<file path="src/sv/lmb_pkg.sv">
package lmb_pkg;

	// Level format: signed Q8.8 dB
	localparam int unsigned LEVEL_W = 16;
	localparam int unsigned HOLD_W  = 8;
	localparam int unsigned COEF_W  = 16;

	typedef logic signed [LEVEL_W-1:0] level_t;
	typedef logic [HOLD_W-1:0]         hold_t;
	typedef logic [COEF_W-1:0]         coef_t;

	// Configuration register indexes
	typedef enum logic [1:0] {
		REG_FLOOR_DB         = 2'd0,
		REG_PEAK_HOLD_TICKS  = 2'd1,
		REG_SILENCE_FLOOR_DB = 2'd2,
		REG_UNUSED           = 2'd3
	} reg_index_t;

	// Release coefficients, unsigned Q0.16 (0.15 and 0.18)
	localparam coef_t IN_RELEASE_COEF = 16'd9830;
	localparam coef_t GR_RELEASE_COEF = 16'd11796;

	// Peak decay of 1.5 dB per tick
	localparam level_t PEAK_DECAY_STEP = 16'sd384;

	// Anything above -0.05 dB reads as zero reduction
	localparam level_t SNAP_LIMIT = -16'sd13;

	// Reset values
	localparam level_t LEVEL_RESET            = -16'sd25600;
	localparam level_t FLOOR_DB_RESET         = -16'sd15360;
	localparam hold_t  PEAK_HOLD_TICKS_RESET  = 8'd18;
	localparam level_t SILENCE_FLOOR_DB_RESET = -16'sd12800;

	localparam level_t LEVEL_MAX = 16'sh7FFF;
	localparam level_t LEVEL_MIN = -16'sh8000;

endpackage

</file>
<file path="src/sv/lmb_release.sv">
module lmb_release (
	input  lmb_pkg::level_t cur,
	input  lmb_pkg::level_t target,
	input  lmb_pkg::coef_t  coef,
	output lmb_pkg::level_t next
);

	logic signed [lmb_pkg::LEVEL_W:0]     gap;
	logic signed [lmb_pkg::COEF_W:0]      coef_s;
	logic signed [2*lmb_pkg::LEVEL_W+1:0] prod;
	logic signed [lmb_pkg::LEVEL_W+1:0]   step;
	logic signed [lmb_pkg::LEVEL_W+1:0]   sum;

	// Gap times coefficient, floored by the arithmetic shift
	always_comb begin
		gap    = {target[lmb_pkg::LEVEL_W-1], target} - {cur[lmb_pkg::LEVEL_W-1], cur};
		coef_s = {1'b0, coef};
		prod   = gap * coef_s;
		step   = prod[2*lmb_pkg::LEVEL_W+1:lmb_pkg::COEF_W];
		sum    = {{2{cur[lmb_pkg::LEVEL_W-1]}}, cur} + step;
	end

	// Saturate to the level range
	always_comb begin
		if (sum > 18'(lmb_pkg::LEVEL_MAX)) begin
			next = lmb_pkg::LEVEL_MAX;
		end else if (sum < 18'(lmb_pkg::LEVEL_MIN)) begin
			next = lmb_pkg::LEVEL_MIN;
		end else begin
			next = sum[lmb_pkg::LEVEL_W-1:0];
		end
	end

endmodule

</file>
<file path="src/sv/level_meter_ballistics.sv">
// Channel | Direction | Handshake             | Payload
// in      | input     | in_valid / in_ready   | input_level_db, reduction_db, engaged
// out     | output    | out_valid / out_ready | shown_input_db, peak_marker_db,
//         |           |                       | shown_reduction_db, silent
// cfg     | input     | cfg_wr_en             | cfg_index, cfg_data
//
// One item per cycle sustained while the output is not stalled; an accepted item passes through
// the input register, then the result register holding the updated meter state.
// Meter state updates in the single combinational pass between the two registers.
// A stalled output holds the result and stops the input register; in_ready follows.
// arst_n clears the meter state and loads the configuration reset values.
module level_meter_ballistics (
	input  logic            clk,
	input  logic            arst_n,
	input  logic            in_valid,
	output logic            in_ready,
	input  lmb_pkg::level_t input_level_db,
	input  lmb_pkg::level_t reduction_db,
	input  logic            engaged,
	output logic            out_valid,
	input  logic            out_ready,
	output lmb_pkg::level_t shown_input_db,
	output lmb_pkg::level_t peak_marker_db,
	output lmb_pkg::level_t shown_reduction_db,
	output logic            silent,
	input  logic            cfg_wr_en,
	input  logic [1:0]      cfg_index,
	input  logic [15:0]     cfg_data
);

	lmb_pkg::level_t floor_db_q;
	lmb_pkg::hold_t  peak_hold_ticks_q;
	lmb_pkg::level_t silence_floor_db_q;

	lmb_pkg::level_t smoothed_input_q;
	lmb_pkg::level_t peak_level_q;
	lmb_pkg::hold_t  hold_count_q;
	lmb_pkg::level_t smoothed_reduction_q;

	logic            valid_s1;
	lmb_pkg::level_t level_s1;
	lmb_pkg::level_t gr_s1;
	logic            engaged_s1;

	logic            valid_s2;
	lmb_pkg::level_t shown_input_s2;
	lmb_pkg::level_t peak_s2;
	lmb_pkg::level_t shown_gr_s2;
	logic            silent_s2;

	logic            advance;
	lmb_pkg::level_t in_release;
	lmb_pkg::level_t gr_release;
	lmb_pkg::level_t input_next;
	lmb_pkg::level_t peak_next;
	lmb_pkg::hold_t  hold_next;
	lmb_pkg::level_t gr_next;
	logic            silent_next;
	logic signed [lmb_pkg::LEVEL_W:0] decay;
	lmb_pkg::level_t decay_sat;

	assign advance  = valid_s1 && (!valid_s2 || out_ready);
	assign in_ready = !valid_s1 || advance;

	// Configuration registers
	always_ff @(posedge clk or negedge arst_n) begin
		if (!arst_n) begin
			floor_db_q         <= lmb_pkg::FLOOR_DB_RESET;
			peak_hold_ticks_q  <= lmb_pkg::PEAK_HOLD_TICKS_RESET;
			silence_floor_db_q <= lmb_pkg::SILENCE_FLOOR_DB_RESET;
		end else if (cfg_wr_en) begin
			unique case (lmb_pkg::reg_index_t'(cfg_index))
				lmb_pkg::REG_FLOOR_DB:         floor_db_q         <= cfg_data;
				lmb_pkg::REG_PEAK_HOLD_TICKS:  peak_hold_ticks_q  <= cfg_data[7:0];
				lmb_pkg::REG_SILENCE_FLOOR_DB: silence_floor_db_q <= cfg_data;
				default: ;
			endcase
		end
	end

	// Input register
	always_ff @(posedge clk or negedge arst_n) begin
		if (!arst_n) begin
			valid_s1 <= 1'b0;
		end else if (in_ready) begin
			valid_s1 <= in_valid;
		end
	end

	always_ff @(posedge clk) begin
		if (in_valid && in_ready) begin
			level_s1   <= input_level_db;
			gr_s1      <= reduction_db;
			engaged_s1 <= engaged;
		end
	end

	lmb_release u_in_release (
		.cur    (smoothed_input_q),
		.target (level_s1),
		.coef   (lmb_pkg::IN_RELEASE_COEF),
		.next   (in_release)
	);

	lmb_release u_gr_release (
		.cur    (smoothed_reduction_q),
		.target (gr_s1),
		.coef   (lmb_pkg::GR_RELEASE_COEF),
		.next   (gr_release)
	);

	// Input display: instant attack, slow release
	always_comb begin
		input_next = (level_s1 > smoothed_input_q) ? level_s1 : in_release;
	end

	// Peak marker: re-arm on reach, hold, then decay down to the floor
	always_comb begin
		decay     = {peak_level_q[15], peak_level_q} - 17'(lmb_pkg::PEAK_DECAY_STEP);
		decay_sat = (decay < 17'(lmb_pkg::LEVEL_MIN)) ? lmb_pkg::LEVEL_MIN : decay[15:0];
		peak_next = peak_level_q;
		hold_next = hold_count_q;
		priority if (level_s1 >= peak_level_q) begin
			peak_next = level_s1;
			hold_next = peak_hold_ticks_q;
		end else if (hold_count_q != '0) begin
			hold_next = hold_count_q - 8'd1;
		end else begin
			peak_next = (decay_sat > floor_db_q) ? decay_sat : floor_db_q;
		end
	end

	// Gain reduction: gate, instant attack, slow release, snap to zero
	always_comb begin
		silent_next = input_next < silence_floor_db_q;
		priority if (!engaged_s1 || silent_next) begin
			gr_next = '0;
		end else if (gr_s1 < smoothed_reduction_q) begin
			gr_next = gr_s1;
		end else begin
			gr_next = gr_release;
		end
		if (gr_next > lmb_pkg::SNAP_LIMIT) begin
			gr_next = '0;
		end
	end

	// Meter state advances with each item
	always_ff @(posedge clk or negedge arst_n) begin
		if (!arst_n) begin
			smoothed_input_q     <= lmb_pkg::LEVEL_RESET;
			peak_level_q         <= lmb_pkg::LEVEL_RESET;
			hold_count_q         <= '0;
			smoothed_reduction_q <= '0;
		end else if (advance) begin
			smoothed_input_q     <= input_next;
			peak_level_q         <= peak_next;
			hold_count_q         <= hold_next;
			smoothed_reduction_q <= gr_next;
		end
	end

	// Result register
	always_ff @(posedge clk or negedge arst_n) begin
		if (!arst_n) begin
			valid_s2 <= 1'b0;
		end else if (advance) begin
			valid_s2 <= 1'b1;
		end else if (out_ready) begin
			valid_s2 <= 1'b0;
		end
	end

	always_ff @(posedge clk) begin
		if (advance) begin
			shown_input_s2 <= input_next;
			peak_s2        <= peak_next;
			shown_gr_s2    <= gr_next;
			silent_s2      <= silent_next;
		end
	end

	assign out_valid          = valid_s2;
	assign shown_input_db     = shown_input_s2;
	assign peak_marker_db     = peak_s2;
	assign shown_reduction_db = shown_gr_s2;
	assign silent             = silent_s2;

`ifndef SYNTH
	a_accept_fills_s1: assert property (@(posedge clk) disable iff (!arst_n)
		in_valid && in_ready |=> valid_s1)
		else $error("accepted item did not reach the input register");

	a_s1_moves_on: assert property (@(posedge clk) disable iff (!arst_n)
		valid_s1 && !valid_s2 |=> valid_s2)
		else $error("item stuck in the input register with an empty result register");

	a_reduction_snapped: assert property (@(posedge clk) disable iff (!arst_n)
		valid_s2 |-> (shown_gr_s2 == '0 || shown_gr_s2 <= lmb_pkg::SNAP_LIMIT))
		else $error("shown reduction inside the snap band");

	a_silent_gates: assert property (@(posedge clk) disable iff (!arst_n)
		valid_s2 && silent_s2 |-> shown_gr_s2 == '0)
		else $error("reduction shown while silent");
`endif

endmodule
</file>
<file path="config.mk">
export PLATFORM = sky130hd
export DESIGN_NAME = level_meter_ballistics
export DESIGN_NICKNAME = d
export VERILOG_FILES = /design/src/sv/lmb_pkg.sv /design/src/sv/lmb_release.sv /design/src/sv/level_meter_ballistics.sv
export SDC_FILE = /design/constraint.sdc
export NUM_CORES = 1
export LEC_CHECK = 0
export BUFFER_PORTS_ARGS = -buffer_cell sky130_fd_sc_hd__buf_2
export CORE_ASPECT_RATIO = 1.25
export CORE_MARGIN = 2
export CORE_UTILIZATION = 45
export CTS_CLUSTER_DIAMETER = 60
export DETAILED_ROUTE_END_ITERATION = 12
export GPL_ROUTABILITY_DRIVEN = 0
export PLACE_DENSITY_LB_ADDON = 0.12
export SLEW_MARGIN = 20
export SYNTH_ARGS = -nofsm -noshare
export SYNTH_HDL_FRONTEND = slang
export SYNTH_HIERARCHICAL = 1
export SYNTH_SLANG_ARGS = --single-unit
</file>
<file path="constraint.sdc">
create_clock -name clk -period 12.9 [get_ports clk]
set_input_delay 0 -clock clk [delete_from_list [all_inputs] [get_ports clk]]
set_output_delay 0 -clock clk [all_outputs]
set_load 0.02 [all_outputs]
</file>
# Word-level counts from Yosys, hierarchy flattened
# Cells that the tools add are included.
# totals
word_cells,69
register_bits,180
inputBits,56
# op_classes
multipliers,2
add_sub_neg,6
mux,16
n_reduce_logical,16
n_lt_le_gt_ge,11
eq_ne,2
# op_table
cell,n
$mux W16,12
$gt A18 B16 Y1 const B,2
$lt A18 B16 Y1 const B,2
$add A16 B16 Y17,2
$sub A16 B16 Y17,2
$gt A16 B16 Y1,2
$lt A16 B16 Y1,2
$mul A17 B14 Y31 const B,1
$mul A17 B13 Y30 const B,1
$lt A17 B16 Y1 const B,1
$sub A16 B10 Y17 const B,1
$ge A16 B16 Y1,1
$gt A16 B5 Y1 const B,1
$mux W8,2
$reduce_and A2 Y1,4
$reduce_bool A8 Y1,1
$sub A8 B1 Y8 const B,1
$reduce_bool A2 Y1,2
$logic_not A1 Y1,3
$logic_or A1 B1 Y1,3
$eq A2 B1 Y1 const B,1
$eq A2 B2 Y1 const B,1
$logic_and A1 B1 Y1,2
$logic_not A2 Y1,1
$mux W1,2

# Depth between registers and ports, before layout
# logic_depth
ltp_word,12
ltp_mapped,53
mapped_depth_nobuf,52

# Cells and area by module
# The synthesis kept the hierarchy.
# modules_own_cells
module,n_inst,cells_per_inst,area_per_inst_um2,seq_area_each_um2
lmb_release at u_in_release,1,1410,12301.8,0.0
lmb_release at u_gr_release,1,1346,11823.8,0.0
level_meter_ballistics,1,861,9796.9,4937.2

# Worst setup path before layout
# OpenSTA, ideal clock, no wires.
# synth_path
kind,register -> register
from,register level_s1[0]
to,"register shown_gr_s2[10], in the netlist shown_reduction_db[10], data pin"
required_time_ps,12640
t_arrival_ps,11884
setup_slack_ps,756
synth_period_minus_slack_ps,12144
path_buffers,2
path_stages_with_launch,52
cell_sequence,edfxtp_1 inv_1 ha_1 fa_1 nor2b_1 o21ai_0 a21boi_0 o211ai_1 a21oi_1 nor3_1 xnor2_1 clkbuf_1 nand2_1 fa_1 fa_1 inv_1 fa_1 inv_1 [16 not listed] a21o_1 nor2_1 o211ai_1 o21ai_0 xnor2_1 nor4_2 a21oi_4 o21a_1 mux2_2 ha_1 or4b_2 o21ai_0 a21o_1 and3_1 a41oi_2 o21ai_4 buf_4 nor2_1
# synth_between
elab_chain_len,12
word_cells_on_any_way,14
cone_classes,add/sub (2); mul (1); order compare (5); mux (5); reduce/logical (1)
# synth_lines
element,line,rtl
from (decl),level_meter_ballistics.sv:41,lmb_pkg::level_t level_s1;
from (signal assigned),level_meter_ballistics.sv:92,level_s1 <= input_level_db;
$sub A16 B16 Y17 *,lmb_release.sv:16,"gap = {target[lmb_pkg::LEVEL_W-1], target} - {cur[lmb_pkg::LEVEL_W-1], cur};"
$mul A17 B14 Y31 *,lmb_release.sv:18,prod = gap * coef_s;
$add A16 B16 Y17 *,lmb_release.sv:20,"sum = {{2{cur[lmb_pkg::LEVEL_W-1]}}, cur} + step;"
$lt A18 B16 Y1,lmb_release.sv:27,end else if (sum < 18'(lmb_pkg::LEVEL_MIN)) begin
$mux W16,lmb_release.sv:27,
$mux W16 *,lmb_release.sv:25,if (sum > 18'(lmb_pkg::LEVEL_MAX)) begin
net in_release[12],level_meter_ballistics.sv:52,lmb_pkg::level_t in_release;
$mux W16 *,level_meter_ballistics.sv:114,input_next = (level_s1 > smoothed_input_q) ? level_s1 : in_release;
net input_next[12],level_meter_ballistics.sv:54,lmb_pkg::level_t input_next;
$lt A16 B16 Y1 *,level_meter_ballistics.sv:135,silent_next = input_next < silence_floor_db_q;
$logic_or A1 B1 Y1 *,level_meter_ballistics.sv:136,priority if (!engaged_s1 || silent_next) begin
$mux W16 *,level_meter_ballistics.sv:136,
$gt A16 B5 Y1,level_meter_ballistics.sv:143,if (gr_next > lmb_pkg::SNAP_LIMIT) begin
$mux W16 *,level_meter_ballistics.sv:143,
net gr_next[10],level_meter_ballistics.sv:57,lmb_pkg::level_t gr_next;
to (signal assigned),level_meter_ballistics.sv:178,shown_gr_s2 <= gr_next;
to (decl),level_meter_ballistics.sv:48,lmb_pkg::level_t shown_gr_s2;
# The timed path passes the listed nets; every way through them passes the cells marked *.
# A chain may end at the register's enable or synchronous reset.

# Worst setup path after layout
# layout_path
from,register level_s1[1]
to,"register shown_gr_s2[0], in the netlist shown_reduction_db[0], data pin"
# The elaborated chain is that of the path after synthesis.

==> flow_summary.yaml <==
run_status:
  status: "complete, no violations"
clocking:
  worstSkewPairLatency_ns: 0.46
  cts_buffer_depth: 2
  h-tree-depth: 4
  clkSlewWorstSetupHoldPaths_ns: 0.09
  clock_sinks: 180
  cts_inserted_buffers: 17
  cts_tree: "built"
  cts-root-buf: "clkbuf_16"
floorplan:
  initial_core_util: 0.4542
  die_w_um: 249.6
  ios: 107
  die_h_um: 311.0
  dieArea_mm2: 0.07761
  std_cell_rows: 112
  coreArea_mm2: 0.07469
global_route:
  grt_max_degree: 78
  grt_overflow: 0
  grt.total_usage: 0.2397
  first_global_vias: 26260
  grt_pass1_wl_um: 144400
  antenna_found_initial: 3
logic_synthesis:
  yosys.area_share.xor_xnor: 0.02634
  synthAdderAreaFrac: 0.4459
  synth_top_cell_by_area: "fa_1"
  synth_compound_area_frac: 0.1004
  synth_top_family_by_area: "adder cells"
  syn_inst: 3617
  ys_ff_latch: 180
  ys_top_cells_by_area: "fa_1, ha_1, inv_1"
  synthArstFlopShare: 0.5444
  yosysUniqueCellTypes: 103
  synth_ff_type: "edfxtp_1"
  yosysSeqAreaShare: 0.1455
  synthMuxAreaShare: 0.03618
  synth_edf_count: 82
  synth_top_area_share: 0.3293
  post_synth.cell_area_avg_um2: 9.379
  syn_area_mm2: 0.03392
  ys_warn_count: 6
  synth-simple-area-share: 0.1435
sta:
  tns_ns: 0
  fmaxAchievable_mhz: 81.32
  period_share: 0.9533
  relSlewSlack: 0.1532
  hold_violations: 0
  finalSetupViolations: 0
  fin_ws_ns: 0.6022
  finClkSkew_ns: 0.01686
  slew_violations: 0
  period_minus_slack_ns: 12.30
  tightestPinTransition_ns: 1.257
setup_path:
  critical_path.most_common_cell: "fa_1"
  critical-path-slowest-cell: "fa_1"
  criticalPathCategory: "flop to flop"
  crit_arrival_ns: 12.49
  critPathMaxStageDelay_ns: 0.66
  cp-start-kind: "flop"
  cp_max_fo: 16
  cp.required_ns: 13.09
  crit_path_end_kind: "flop"
route:
  drt-pass1-iter-count: 5
  drc: 0
  routedWlPerCell_um: 18.31
  drt_iter0_drc: 1013
  via_count: 25010
  antenna_left: 0
  routed_via_density: 5.041
  drt_wl_total_um: 90840
cells_and_area:
  layout.cells.most_common: "inv_1"
  final_cell_mix: "inv_1, fa_1, nand2_1, ha_1, conb_1"
  nNetsFinal: 4907
  area_delta_synth_final_pct: 12.27
  drive_above_1_share: 0.1073
hold_path:
  holdCritPathClass: "input pin to asynchronous set/reset pin"
flow_run:
  maxCapViolations: 0
placement:
  io_buffers: 106
  hpwlAfterDp_um: 74750
  place_ws_ns: -0.2724
-- layer usage --
| metal | routed length (um) | up-vias | share of wire | GRT usage |
|---|---|---|---|---|
| met5 | 0 | - | 0 | 0 |
| li1 | - | 11920 | - | - |
| met1 | 36460 | 12520 | 0.40 | 0.2886 |
| met2 | 48330 | 423 | 0.53 | 0.4460 |
| met3 | 2504 | 141 | 0.028 | 0.02075 |
| met4 | 3546 | 0 | 0.039 | 0.08365 |
-- synthesized netlist by cell type (all sizes together) (6+ instances only) --
| cell type | n |
|---|---|
| a31oi | 13 |
| and3b | 13 |
| o21ai | 107 |
| a2bb2oi | 7 |
| o31a | 7 |
| buf | 20 |
| xnor2 | 77 |
| mux2i | 42 |
| ha | 316 |
| nand2b | 56 |
| nand4 | 19 |
| o22ai | 9 |
| o21a | 53 |
| inv | 786 |
| dfstp | 18 |
| fa | 558 |
| a21boi | 18 |
| nor4 | 9 |
| or2 | 9 |
| and3 | 8 |
| a211o | 10 |
| nand2 | 387 |
| clkbuf | 100 |
| nor3 | 30 |
| o31ai | 22 |
| nand3b | 14 |
| a21oi | 89 |
| edfxtp | 82 |
| o221ai | 8 |
| a22oi | 12 |
| dfrtp | 80 |
| and2 | 185 |
| a2111oi | 6 |
| xor2 | 22 |
| o2bb2ai | 6 |
| nor2b | 57 |
| nor2 | 131 |
| or3 | 9 |
| o211ai | 19 |
| nand3 | 40 |
| a211oi | 18 |
| a21o | 36 |
| mux2 | 65 |
-- final timing paths --
kind / slack [ns] / to / cells after the start / start
max: 0.60 / shown_reduction_db[0] / 47 / level_s1[1]
max in group asynchronous: 12.08 / smoothed_input_q[1] / 3 / arst_n
max reg2reg: 0.60 / shown_reduction_db[0] / 47 / level_s1[1]
min: 0.04 / peak_level_q[10] / 2 / arst_n
min in group clk: 0.08 / floor_db_q[10] / 5 / cfg_index[1]
min reg2reg: 0.48 / hold_count_q[6] / 1 / hold_count_q[6]
-- state kept, by name, indices dropped and copies added, names as in the netlist, 16 cells and up --
name / cells
floor_db_q: 16
gr_s1: 16
level_s1: 16
peak_level_q: 16
peak_marker_db: 16
shown_input_db: 16
shown_reduction_db: 16
silence_floor_db_q: 16
smoothed_input_q: 16
smoothed_reduction_q: 16
-- final cells by class --
type / instances / area (um^2)
tap: 969 / 1212
inverter: 786 / 2960
fill: 7108 / 36610
multi-input combinational: 2729 / 26460
clock inverter: 15 / 188.9
antenna: 1 / 2.502
clock buffer: 17 / 425.4
sequential: 180 / 4938
timing repair buffer: 263 / 1896
-- logic make-up (layout without fill, tap and decap cells) --
kind of cell	count (synthesis)	count (layout)
muxes	107	107
buffers and inverters	906	1081
AOI/OAI and AO/OA	468	468
DFF	180	180
other	2	201
xor gates and xnor gates	99	99
and+or+nand+nor	981	981
adders and majority gates	874	874
-- metrics by stage --
step	instances	hold slack (ns)	util	instance area (um^2)
after floorplan	3815	-0.2956	-	34670
after global placement	4852	-0.07114	0.4896	36570
after detailed placement	4852	-0.06917	0.4896	36570
after CTS	4938	0.009133	0.5057	37770
after global routing	4959	0.03416	0.5099	38080
final	4960	0.03835	0.5099	38080
-- critical path, delay by kind of cell (launching register included) --
family          cells  cell delay, ns
xor+xnor            1            0.33
fa+ha+maj          10            4.26
buf+inv             6            0.91
flops               1            0.39
compound gates     18            3.35
simple gates       11            2.44
mux                 1            0.31
-- repair_timing --
item / CTS / global route
cloned: 0 / 1
hold buffers: 54 / 0
endpoints found under the hold margin: 96 / 0
endpoints found under the setup margin: 32 / 33
gates resized for setup: 8 / 33
pin swaps: 0 / 14
buffers inserted: 0 / 20
Power is left out: the tool's default activity adds up to more than one toggle a clock period on the data nets, which glitch-free logic cannot reach.
